File: config.mk
export PLATFORM = sky130hd
export DESIGN_NAME = ffa_ctrl
export DESIGN_NICKNAME = d
export VERILOG_FILES = /design/src/assert_macros.svh /design/src/ffa_pkg.sv /design/src/ffa_ctrl.sv
export SDC_FILE = /design/constraint.sdc
export NUM_CORES = 1
export LEC_CHECK = 0
export BUFFER_PORTS_ARGS = -buffer_cell sky130_fd_sc_hd__buf_2
export CORE_AREA = 4 4 41 43
export CTS_CLUSTER_SIZE = 25
export DETAILED_ROUTE_END_ITERATION = 12
export DIE_AREA = 0 0 45 47
export PLACE_DENSITY = 0.75
export SYNTH_ARGS = -nofsm -noshare
export SYNTH_HDL_FRONTEND = slang
export SYNTH_SLANG_ARGS = --single-unit
File: constraint.sdc
create_clock -name clk -period 3.7 [get_ports clk]
set_input_delay 0.74 -clock clk [delete_from_list [all_inputs] [get_ports clk]]
set_output_delay 0.74 -clock clk [all_outputs]
set_load 0.02 [all_outputs]
File: src/assert_macros.svh
// Assertion helpers shared by the RTL
`ifndef ASSERT_MACROS_SVH
`define ASSERT_MACROS_SVH

// same-cycle implication
`define ASSERT_IMP(label, clk, rst, a, c) \
  label: assert property (@(posedge clk) disable iff (rst) (a) |-> (c)) \
    else $error("assertion failed");

// next-cycle implication
`define ASSERT_NXT(label, clk, rst, a, c) \
  label: assert property (@(posedge clk) disable iff (rst) (a) |=> (c)) \
    else $error("assertion failed");

`endif

File: src/ffa_pkg.sv
// ----------------------------------------------------------------------------
// ffa_pkg
// Shared constants, op codes and control/status types of the allocator.
// ----------------------------------------------------------------------------
`timescale 1ns / 1ps
package ffa_pkg;
  localparam int HEAP_BYTES = 4096;
  localparam int UNIT_BYTES = 8;
  localparam int UNITS      = HEAP_BYTES / UNIT_BYTES;
  localparam int PTR_W      = 10;
  localparam int NU_W       = 14;
  localparam int CNT_W      = 12;
  localparam logic [PTR_W-1:0] SENT = PTR_W'(UNITS);
  localparam logic [CNT_W-1:0] WALK_CAP = CNT_W'(4 * (UNITS + 2));
  localparam logic [CNT_W-1:0] REL_CAP  = CNT_W'(UNITS + 2);

  localparam int OP_W = 5;
  localparam logic [OP_W-1:0] OP_NOP      = 5'd0;
  localparam logic [OP_W-1:0] OP_LOAD     = 5'd1;
  localparam logic [OP_W-1:0] OP_A_START  = 5'd2;
  localparam logic [OP_W-1:0] OP_A_RESUME = 5'd3;
  localparam logic [OP_W-1:0] OP_A_FETCH  = 5'd4;
  localparam logic [OP_W-1:0] OP_A_STEP   = 5'd5;
  localparam logic [OP_W-1:0] OP_A_EXACT  = 5'd6;
  localparam logic [OP_W-1:0] OP_A_CUT1   = 5'd7;
  localparam logic [OP_W-1:0] OP_A_CUT2   = 5'd8;
  localparam logic [OP_W-1:0] OP_A_GROW   = 5'd9;
  localparam logic [OP_W-1:0] OP_A_FAIL   = 5'd10;
  localparam logic [OP_W-1:0] OP_R_START  = 5'd11;
  localparam logic [OP_W-1:0] OP_R_STEP   = 5'd12;
  localparam logic [OP_W-1:0] OP_R_FOUND  = 5'd13;
  localparam logic [OP_W-1:0] OP_R_F2     = 5'd14;
  localparam logic [OP_W-1:0] OP_R_F3     = 5'd15;
  localparam logic [OP_W-1:0] OP_R_F4     = 5'd16;
  localparam logic [OP_W-1:0] OP_R_F5     = 5'd17;
  localparam logic [OP_W-1:0] OP_R_F6     = 5'd18;

  typedef struct packed {
    logic [OP_W-1:0] op;
  } ffa_cmd_t;

  typedef struct packed {
    logic is_alloc;
    logic free_ok;
    logic fit;
    logic exact;
    logic at_rover;
    logic can_grow;
    logic acap;
    logic found;
    logic rcap;
  } ffa_stat_t;
endpackage

File: src/ffa_ctrl.sv
// ----------------------------------------------------------------------------
// ffa_ctrl
// Sequencer for allocate walks, heap growth and address-ordered release.
// ----------------------------------------------------------------------------
`timescale 1ns / 1ps
module ffa_ctrl import ffa_pkg::*; (
  input  logic      clk,
  input  logic      rst,
  input  logic      start,
  input  ffa_stat_t stat,
  output ffa_cmd_t  ctl,
  output logic      busy,
  output logic      valid
);
  localparam logic [3:0] S_IDLE   = 4'd0;
  localparam logic [3:0] S_ASTART = 4'd1;
  localparam logic [3:0] S_ARES   = 4'd2;
  localparam logic [3:0] S_AFETCH = 4'd3;
  localparam logic [3:0] S_ACHK   = 4'd4;
  localparam logic [3:0] S_ACUT2  = 4'd5;
  localparam logic [3:0] S_RSTART = 4'd6;
  localparam logic [3:0] S_RCHK   = 4'd7;
  localparam logic [3:0] S_RF2    = 4'd8;
  localparam logic [3:0] S_RF3    = 4'd9;
  localparam logic [3:0] S_RF4    = 4'd10;
  localparam logic [3:0] S_RF5    = 4'd11;
  localparam logic [3:0] S_RF6    = 4'd12;
  localparam logic [3:0] S_DONE   = 4'd13;

  logic [3:0] state, state_next;
  logic       ret, ret_next;

  assign busy  = state != S_IDLE;
  assign valid = state == S_DONE;

  always_comb begin
    state_next = state;
    ret_next   = ret;
    ctl.op     = OP_NOP;
    unique case (state)
      S_IDLE: begin
        if (start) begin
          ctl.op   = OP_LOAD;
          ret_next = 1'b0;
          if (stat.is_alloc) state_next = S_ASTART;
          else if (stat.free_ok) state_next = S_RSTART;
          else state_next = S_DONE;
        end
      end
      S_ASTART: begin
        ctl.op     = OP_A_START;
        state_next = S_AFETCH;
      end
      S_ARES: begin
        ctl.op     = OP_A_RESUME;
        state_next = S_AFETCH;
      end
      S_AFETCH: begin
        ctl.op     = OP_A_FETCH;
        state_next = S_ACHK;
      end
      S_ACHK: begin
        if (stat.fit && stat.exact) begin
          ctl.op     = OP_A_EXACT;
          state_next = S_DONE;
        end else if (stat.fit) begin
          ctl.op     = OP_A_CUT1;
          state_next = S_ACUT2;
        end else if (stat.at_rover && stat.can_grow) begin
          ctl.op     = OP_A_GROW;
          ret_next   = 1'b1;
          state_next = S_RSTART;
        end else if (stat.at_rover || stat.acap) begin
          ctl.op     = OP_A_FAIL;
          state_next = S_DONE;
        end else begin
          ctl.op     = OP_A_STEP;
        end
      end
      S_ACUT2: begin
        ctl.op     = OP_A_CUT2;
        state_next = S_DONE;
      end
      S_RSTART: begin
        ctl.op     = OP_R_START;
        state_next = S_RCHK;
      end
      S_RCHK: begin
        if (stat.found) begin
          ctl.op     = OP_R_FOUND;
          state_next = S_RF2;
        end else if (stat.rcap) begin
          state_next = ret ? S_ARES : S_DONE;
        end else begin
          ctl.op = OP_R_STEP;
        end
      end
      S_RF2: begin
        ctl.op     = OP_R_F2;
        state_next = S_RF3;
      end
      S_RF3: begin
        ctl.op     = OP_R_F3;
        state_next = S_RF4;
      end
      S_RF4: begin
        ctl.op     = OP_R_F4;
        state_next = S_RF5;
      end
      S_RF5: begin
        ctl.op     = OP_R_F5;
        state_next = S_RF6;
      end
      S_RF6: begin
        ctl.op     = OP_R_F6;
        state_next = ret ? S_ARES : S_DONE;
      end
      S_DONE: begin
        state_next = S_IDLE;
      end
      default: begin
        state_next = S_IDLE;
      end
    endcase
  end

  always_ff @(posedge clk) begin
    if (rst) begin
      state <= S_IDLE;
      ret   <= 1'b0;
    end else begin
      state <= state_next;
      ret   <= ret_next;
    end
  end
endmodule

After elaboration in Yosys (flattened, before gate mapping):

Cells that the tools add are included.

* add/subtract/negate cells: 0
* multiply operators: 0
* div/mod/pow operators: 0
* order comparisons: 0
* equality and inequality tests: 19
* shift operators: 0
* mux-type cells: 24
* bitwise logic cells: 0
* reductions and logical operators: 9

Operators by type and width (number)
* $pmux W5 S13: 1
* $mux W4: 16
* $pmux W4 S12: 1
* $eq A4 B4 Y1 const B: 6
* $eq A4 B3 Y1 const B: 4
* $eq A4 B2 Y1 const B: 2
* $ne A2 B2 Y1 const B: 4
* $mux W1: 5
* $ne A5 B5 Y1 const B: 1
* $reduce_and A5 Y1: 1
* $eq A4 B1 Y1 const B: 1
* $logic_not A4 Y1: 1
* $reduce_bool A4 Y1: 1
* $ne A3 B3 Y1 const B: 1
* $reduce_and A3 Y1: 1
* $logic_and A1 B1 Y1: 2
* $pmux W1 S2: 1
* $reduce_bool A2 Y1: 1
* $reduce_or A2 Y1: 1
* $logic_or A1 B1 Y1: 1

* flip-flop bits (word level): 5
* latch bits: 0
* RAM bits: 0
* ROM bits: 0
* output and inout bits: 7
* memories: 0

Longest topological paths before layout:

Gate-level depths: netlist of run 1.

* depth in word-level cells: 6
* depth in mapped cells: 6
* gate-level depth less buffers: 4

Worst setup path before layout of run 1:

Ideal clock, no wire load.

* path type: input-to-output
* start point: in stat[6] (netlist name)
* end point: out ctl[1] (netlist name)
* arrival: 1.542 ns
* data required time: 2.960 ns
* slack: 1.418 ns
* cell stages on the path: 3
* path buffers: 0
* cells stage by stage: nand3b_1 > a31oi_1 > o31ai_1

RTL lines
* start, declared: line ffa_ctrl.sv:10 `input ffa_stat_t stat,`
* end, declared: line ffa_ctrl.sv:11 `output ffa_cmd_t ctl,`

==> results.sh, run 1 <==
export IMPL_fmax_mhz=377.0
export IMPL_p_clk_share_pct=9.8
export IMPL_critPathArrivalTime_ns=1.91
export IMPL_powerDensity_mw_per_mm2=829.1
export IMPL_nets=119
export IMPL_hp_class="register to register"
export IMPL_cts_max_level=1
export IMPL_place_gp_congestion=0.8662
export IMPL_grt_antenna_before_repair=0
export IMPL_status="complete, no violations"
export IMPL_fin_tns_setup_ns=0
export IMPL_power_frac_seq_pct=25.6
export IMPL_utilization_pct=58.46
export IMPL_synth_seq_cells=5
export IMPL_cts_sinks=5
export IMPL_synth_cells=92
export IMPL_cts_tree="built"
export IMPL_dpl_hpwl_um=1290
export IMPL_drive_gt1_share_pct=27.36
export IMPL_clock_latency_ns=0.24
export IMPL_drv_cap=0
export IMPL_cts_resized=0
export IMPL_worst_pin_slew_ns=0.7951
export IMPL_p_leak_uw=0.0003279
export IMPL_place_port_buffers=18
export IMPL_clockBufferDepth=2
export IMPL_fp_dieH_um=47
export IMPL_slew_viol_final=0
export IMPL_p_int_uw=286.2
export IMPL_gr_total_overflow=0
export IMPL_async_flop_share_pct=0
export IMPL_drt_first_pass_iters=7
export IMPL_pre_cts_ws_ns=1.249
export IMPL_critPathMaxFanout=17
export IMPL_clock_skew_ns=0.003880
export IMPL_start_util_pct=51.92
export IMPL_fin_ws_ns=1.048
export IMPL_grt_pass1_wl_um=2911
export IMPL_clkTransAtPathRegs_ns=0.04
export IMPL_wirelength_um=1753
export IMPL_syn_area_um2=675.6
export IMPL_period_needed_ns=2.652
export IMPL_finalInstanceArea_um2=760.7
export IMPL_setup_viol=0
export IMPL_p_sw_uw=344.5
export IMPL_antenna_left=0
export IMPL_period_share_pct=71.69
export IMPL_antennaDiodeCount=0
export IMPL_ios=19
export IMPL_dpl_instance_area_um2=734.5
export IMPL_synth_edff_count=0
export IMPL_first_iter_violations=21
export IMPL_area_growth_pct=12.59
export IMPL_synth_nets=104
export IMPL_required_ns=2.96
export IMPL_die_area_mm2=0.002115
export IMPL_whs_ns=0.6641
export IMPL_design_core_area_mm2=0.001301
export IMPL_syn_avg_cell_area_um2=7.344
export IMPL_grt_pass1_vias=681
export IMPL_rows=13
export IMPL_ys_types=44
export IMPL_cts_setup_buffers=0
export IMPL_synth_ff_type="dfxtp_1"
export IMPL_rsz0062_at_grt="no"
export IMPL_wl_per_cell_um=14.49
export IMPL_via_per_inst=6.298
export IMPL_grt_util_all_layers_pct=18.33
export IMPL_ys_warn_count=0
export IMPL_die_x_um=45
export IMPL_slew_headroom_pct=46.80
export IMPL_hold_viol=0
export IMPL_drc=0
export IMPL_grt_max_degree=22
export IMPL_peakVddDrop_mv=0.4266
export IMPL_pwr_share_comb_pct=64.5
export IMPL_crit_type="register to primary output"
export IMPL_vias=762
export IMPL_startpoint_type="register"
export IMPL_yosysSeqAreaShare_pct=14.81
export IMPL_cts_buffers=3
export IMPL_switching_share_pct=54.62
export IMPL_critPathCaptureType="primary output"
export IMPL_root_buffer="clkbuf_4"
export IMPL_ctsHoldBuffers=0
[through the flow]
stage,power (uW),cells
6_report,630.7,121
2_1_floorplan,492.0,92
3_3_place_gp,566.7,117
3_5_place_dp,565.3,117
4_1_cts,631.1,121
5_1_grt,691.3,121
[worst max-delay path, stage by stage, from the launching register on]
cell and delay (ns):
dfxtp_1 0.46, nor2_1 0.69, a31oi_1 0.16, o21ai_0 0.18, buf_2 0.19
[state kept, by name (all words and copies together) (netlist names)]
register and cells:
ret 1, state 4
[cells in the mapped netlist (2+ instances only)]
master	number	share of area [%]
nor4_1	2	1.9
a21oi_1	6	4.4
o21ai_0	7	5.2
nand2b_1	5	4.6
nand3_1	3	2.2
o22ai_1	2	1.9
nand2_1	3	1.7
buf_4	2	2.2
a22oi_1	3	3.3
nor3_1	4	3.0
inv_1	3	1.7
and3_1	3	2.8
dfxtp_1	5	15
o21bai_1	2	2.2
buf_2	4	3.0
nor2_1	5	2.8
a31oi_1	3	2.8
nor2b_1	4	3.7
[final cells by class]
type                    count  area, um2
inverters                   4      15.01
clock buffers               4      26.28
repair buffers             18      90.09
fillers                   134      540.5
well taps                  15      18.77
flip-flops and latches      5      100.1
multi-input cells          75      510.5
[power by group through the flow]
stage	Clock [uW]	Sequential [uW]	Combinational, uW
after detailed placement	0	159	406
after global routing	71.2	168	453
after global placement	0	159	408
after floorplan	0	84.6	407
after CTS	64.1	159	408
final	62.1	162	407
[cells in the final DEF, fill, tap and decap left out, types with 2 or more instances in the layout]
| master | synthesis | layout |
|---|---|---|
| nor2_1 | 5 | 5 |
| nand3_1 | 3 | 3 |
| clkbuf_4 | 0 | 3 |
| nor4_1 | 2 | 2 |
| nor3_1 | 4 | 4 |
| o21ai_0 | 7 | 7 |
| and3_1 | 3 | 3 |
| a21oi_1 | 6 | 6 |
| a22oi_1 | 3 | 3 |
| nand2_1 | 3 | 3 |
| dfxtp_1 | 5 | 5 |
| o21bai_1 | 2 | 2 |
| nand2b_1 | 5 | 5 |
| o22ai_1 | 2 | 2 |
| a31oi_1 | 3 | 3 |
| buf_2 | 4 | 18 |
| inv_1 | 3 | 3 |
| nor2b_1 | 4 | 4 |
[routing by layer]
| layer | GRT usage (%) | part of all wire, % | vias to the layer above | wire length [um] |
|---|---|---|---|---|
| li1 | - | - | 385 | - |
| met5 | 0 | 0 | - | 0 |
| met1 | 23.41 | 45 | 343 | 782 |
| met3 | 6.897 | 5.5 | 2 | 96 |
| met2 | 29.38 | 49 | 32 | 866 |
| met4 | 4.094 | 0.40 | 0 | 7 |
[worst paths after layout]
kind,start,end,slack [ns],depth (start not counted)
max,state[0]$_SDFFE_PP0P_,ctl[2],1.05,4
min,ret$_SDFFE_PP0P_,ret$_SDFFE_PP0P_,0.66,1
max reg2reg,state[0]$_SDFFE_PP0P_,state[1]$_SDFFE_PP0P_,1.69,4
min reg2reg,ret$_SDFFE_PP0P_,ret$_SDFFE_PP0P_,0.66,1
[cells by family (layout without fill, tap and decap cells)]
| kind of cell | after synthesis | in the layout | share of synthesized area (%) |
|---|---|---|---|
| flops | 5 | 5 | 14.82 |
| simple gates | 34 | 34 | 29.63 |
| mux | 1 | 1 | 1.482 |
| compound gates | 40 | 40 | 44.44 |
| buf+inv | 12 | 26 | 9.628 |
(Power assumes the default switching activity.)
==> run 2: changes to the inputs <==
- CORE_AREA: 4 4 41 43 -> not set
- CORE_MARGIN: not set -> 4
- CORE_UTILIZATION: not set -> 45
- DIE_AREA: 0 0 45 47 -> not set
- PLACE_DENSITY: 0.75 -> 0.7
- clock period: 3.7 -> 2.4 ns (I/O delays scaled with it)
==> results.sh, run 2 (synthesis results as in run 1) <==
export IMPL_antenna_left=0
export IMPL_utilization_pct=58.57
export IMPL_period_share_pct=93.00
export IMPL_clkTransAtPathRegs_ns=0.05
export IMPL_slowest_stage="dfxtp_1"
export IMPL_cts_resized=0
export IMPL_period_needed_ns=2.232
export IMPL_gr_total_overflow=0
export IMPL_startpoint_type="register"
export IMPL_powerDensity_mw_per_mm2=1331
export IMPL_top_register="state"
export IMPL_critPathArrivalTime_ns=1.75
export IMPL_slowest_delay_ns=0.64
export IMPL_cts_setup_buffers=0
export IMPL_ctsHoldBuffers=0
export IMPL_critPathMaxFanout=17
export IMPL_clock_skew_ns=0.0005900
export IMPL_setup_viol=0
export IMPL_root_buffer="clkbuf_4"
export IMPL_drv_cap=0
export IMPL_design_core_area_mm2=0.001350
export IMPL_grt_pass1_vias=709
export IMPL_rsz0062_at_grt="no"
export IMPL_vias=802
export IMPL_mostFrequentLayoutCell="buf_2"
export IMPL_nets=123
export IMPL_finalInstanceArea_um2=790.8
export IMPL_cts_buffers=3
export IMPL_p_leak_uw=0.0003483
export IMPL_peakVddDrop_mv=0.6133
export IMPL_dpl_instance_area_um2=764.5
export IMPL_drive_gt1_share_pct=30.00
export IMPL_final_cell_mix="18 x buf_2, 7 x o21ai_0, 6 x a21oi_1"
export IMPL_fin_cells=125
export IMPL_biggestRegsByFlops="state: 4 flops, ret: 1 flops"
export IMPL_fin_tns_setup_ns=0
export IMPL_clockBufferDepth=2
export IMPL_cts_sinks=5
export IMPL_ios=19
export IMPL_slew_viol_final=0
export IMPL_first_iter_violations=40
export IMPL_largest_reg_flops=4
export IMPL_grt_antenna_before_repair=0
export IMPL_critPathCaptureType="primary output"
export IMPL_place_gp_congestion=0.8868
export IMPL_rows=13
export IMPL_status="complete, no violations"
export IMPL_wirelength_um=1933
export IMPL_cts_tree="built"
export IMPL_die_area_mm2=0.002186
export IMPL_via_per_inst=6.416
export IMPL_hold_viol=0
export IMPL_cts_max_level=1
export IMPL_drt_first_pass_iters=4
export IMPL_grt_pass1_wl_um=3042
export IMPL_grt_util_all_layers_pct=19.31
export IMPL_clock_latency_ns=0.25
export IMPL_fmax_mhz=448.0
export IMPL_dpl_hpwl_um=1446
export IMPL_required_ns=1.92
export IMPL_crit_chain="nand2_1, nor3_1, a31oi_1, o21ai_0, buf_2"
export IMPL_worst_pin_slew_ns=0.5228
export IMPL_place_port_buffers=18
export IMPL_whs_ns=0.4331
export IMPL_hp_class="input port to register"
export IMPL_area_growth_pct=17.04
export IMPL_placed_cells=121
export IMPL_slew_headroom_pct=65.10
export IMPL_fp_dieH_um=46.75
export IMPL_wl_per_cell_um=15.46
export IMPL_drc=0
export IMPL_crit_type="register to primary output"
export IMPL_grt_max_degree=18
export IMPL_die_x_um=46.75
export IMPL_antennaDiodeCount=0
export IMPL_start_util_pct=50.05
run 2: cell count changes in the layout (fill, tap and decap cells not counted), sizes merged:
cell / before / now
buf: 18 / 22
run 2: metrics by stage:
stage	worst slack (ns)	total power, uW
CTS	0.2022	1045
global placement	0.5065	923.8
finish	0.1679	1052
detailed placement	0.4880	930.6
floorplan	0.6374	758.4
global route	0.08421	1125
run 2: report_power, final:
group	internal [uW]	switching, uW	total [uW]
Sequential	115	97.9	213
Clock	63.6	45.3	109
Combinational	304	426	731
run 2: layer usage:
layer / track usage, % / vias up / wire length (um)
li1: - / 396 / -
met1: 25.17 / 372 / 827
met2: 32.97 / 32 / 959
met3: 2.299 / 2 / 126
met4: 6.630 / 0 / 19
met5: 0 / - / 0
run 2: critical path, delay by kind of cell, from the launching register on:
kind / cells / cell delay [ns]
DFF: 1 / 0.64
buffers and inverters: 1 / 0.18
AOI/OAI and AO/OA: 2 / 0.17
and+or+nand+nor: 2 / 0.49
run 2: final timing paths:
| path | slack (ns) | depth (start not counted) | startpoint | endpoint |
|---|---|---|---|---|
| worst max register to register | 0.57 | 4 | state[0]$_SDFFE_PP0P_ | state[3]$_SDFFE_PP0P_ |
| worst min register to register | 0.68 | 1 | ret$_SDFFE_PP0P_ | ret$_SDFFE_PP0P_ |
| worst max-delay path | 0.17 | 5 | state[0]$_SDFFE_PP0P_ | ctl[2] |
| worst min-delay path | 0.43 | 2 | rst | state[1]$_SDFFE_PP0P_ |
run 2: layout make-up:
type	count	area, um2
fill	134	559.3
multi-input combinational	75	510.5
clock buffer	4	26.28
timing repair buffer	22	120.1
inverter	4	15.01
tap	15	18.77
sequential	5	100.1
==> run 3: changes to the inputs <==
- PLACE_DENSITY: 0.7 -> 0.73
==> results.sh, run 3 (synthesis results as in run 1) <==
export IMPL_clockBufferDepth=2
export IMPL_crit_type="register to primary output"
export IMPL_antennaDiodeCount=0
export IMPL_period_needed_ns=2.219
export IMPL_grt_pass1_wl_um=2863
export IMPL_root_buffer="clkbuf_4"
export IMPL_place_port_buffers=18
export IMPL_design_core_area_mm2=0.001350
export IMPL_final_cell_mix="18 x buf_2, 7 x o21ai_0, 6 x a21oi_1"
export IMPL_antenna_left=0
export IMPL_multi_input_area_um2=510.5
export IMPL_drt_first_pass_iters=4
export IMPL_rsz0062_at_grt="no"
export IMPL_via_per_inst=6.508
export IMPL_powerDensity_mw_per_mm2=1298
export IMPL_die_x_um=46.75
export IMPL_dpl_hpwl_um=1379
export IMPL_p_int_uw=473.4
export IMPL_fin_ws_ns=0.1812
export IMPL_p_sw_uw=542.9
export IMPL_gr_total_overflow=0
export IMPL_hold_viol=0
export IMPL_top_register="state"
export IMPL_clock_skew_ns=0.009462
export IMPL_critPathMaxFanout=17
export IMPL_cts_tree="built"
export IMPL_p_clk_share_pct=9.7
export IMPL_utilization_pct=58.02
export IMPL_fp_dieH_um=46.75
export IMPL_area_growth_pct=15.93
export IMPL_worst_pin_slew_ns=0.5260
export IMPL_startpoint_type="register"
export IMPL_cts_sinks=5
export IMPL_largest_reg_flops=4
export IMPL_fillers=132
export IMPL_drv_cap=0
export IMPL_drive_gt1_share_pct=29.36
export IMPL_status="complete, no violations"
export IMPL_period_share_pct=92.45
export IMPL_grt_util_all_layers_pct=17.93
export IMPL_switching_share_pct=53.42
export IMPL_grt_max_degree=18
export IMPL_grt_antenna_before_repair=0
export IMPL_wl_per_cell_um=14.15
export IMPL_slowest_stage="dfxtp_1"
export IMPL_pre_cts_ws_ns=0.4474
export IMPL_nets=122
export IMPL_cts_buffers=3
export IMPL_drc=0
export IMPL_critPathTopFamily="flip-flops"
export IMPL_regArea_um2=100.1
export IMPL_finalPower_uw=1016
export IMPL_cts_max_level=1
export IMPL_start_util_pct=50.05
export IMPL_vias=807
export IMPL_finalInstanceArea_um2=783.3
export IMPL_cts_resized=0
export IMPL_fmax_mhz=450.7
export IMPL_clock_latency_ns=0.25
export IMPL_pwr_share_comb_pct=70.1
export IMPL_required_ns=1.92
export IMPL_cts_setup_buffers=0
export IMPL_critPathArrivalTime_ns=1.74
export IMPL_power_frac_seq_pct=20.3
export IMPL_slew_headroom_pct=64.88
export IMPL_first_iter_violations=12
export IMPL_mostFrequentLayoutCell="buf_2"
export IMPL_crit_chain="nand2_1, nor2_1, a31oi_1, o21ai_0, buf_2"
export IMPL_setup_viol=0
export IMPL_ctsHoldBuffers=0
export IMPL_grt_pass1_vias=666
export IMPL_place_gp_congestion=0.8745
export IMPL_clkTransAtPathRegs_ns=0.05
export IMPL_slew_viol_final=0
export IMPL_slowest_delay_ns=0.64
export IMPL_p_leak_uw=0.0003430
export IMPL_rows=13
export IMPL_dpl_instance_area_um2=757.0
export IMPL_wirelength_um=1755
export IMPL_critPathCaptureType="primary output"
export IMPL_ios=19
export IMPL_biggestRegsByFlops="state: 4 flops, ret: 1 flops"
export IMPL_die_area_mm2=0.002186
export IMPL_peakVddDrop_mv=0.5631
export IMPL_cp_num_buf_inv=1
export IMPL_fin_tns_setup_ns=0
export IMPL_hp_class="input port to register"
[run 3: layer usage]
metal / vias up / GRT usage (%) / part of all wire, % / wire length [um]
met1: 375 / 23.57 / 42 / 741
met5: - / 0 / 0 / 0
met3: 4 / 3.448 / 8.3 / 145
met2: 32 / 30.77 / 49 / 857
met4: 0 / 3.315 / 0.57 / 10
li1: 396 / - / - / -
[run 3: final timing paths]
path / from / end / slack [ns] / cells after the start
max: state[0]$_SDFFE_PP0P_ / ctl[2] / 0.18 / 5
min: rst / state[1]$_SDFFE_PP0P_ / 0.45 / 2
max reg2reg: state[0]$_SDFFE_PP0P_ / state[3]$_SDFFE_PP0P_ / 0.56 / 4
min reg2reg: ret$_SDFFE_PP0P_ / ret$_SDFFE_PP0P_ / 0.67 / 1
[run 3: area by class of cell]
cell class	instances	area share (%)
timing repair buffer	21	14.38
tap	15	2.396
sequential	5	12.78
clock buffer	4	3.355
multi-input combinational	75	65.18
inverter	4	1.917
[run 3: power by group through the flow]
stage               logic (uW)  clock network [uW]  registers (uW)
floorplan                  628                   0             130
global placement           709                   0             205
detailed placement         715                   0             205
CTS                        717                 102             204
global route               789                 108             216
finish                     712                98.2             206
[run 3: per-stage QoR]
stage,hold WS (ns),instances
final,0.4491,124
after detailed placement,0.6583,120
after global placement,0.6496,120
after global routing,0.4447,124
after floorplan,0.5462,92
after CTS,0.4436,124
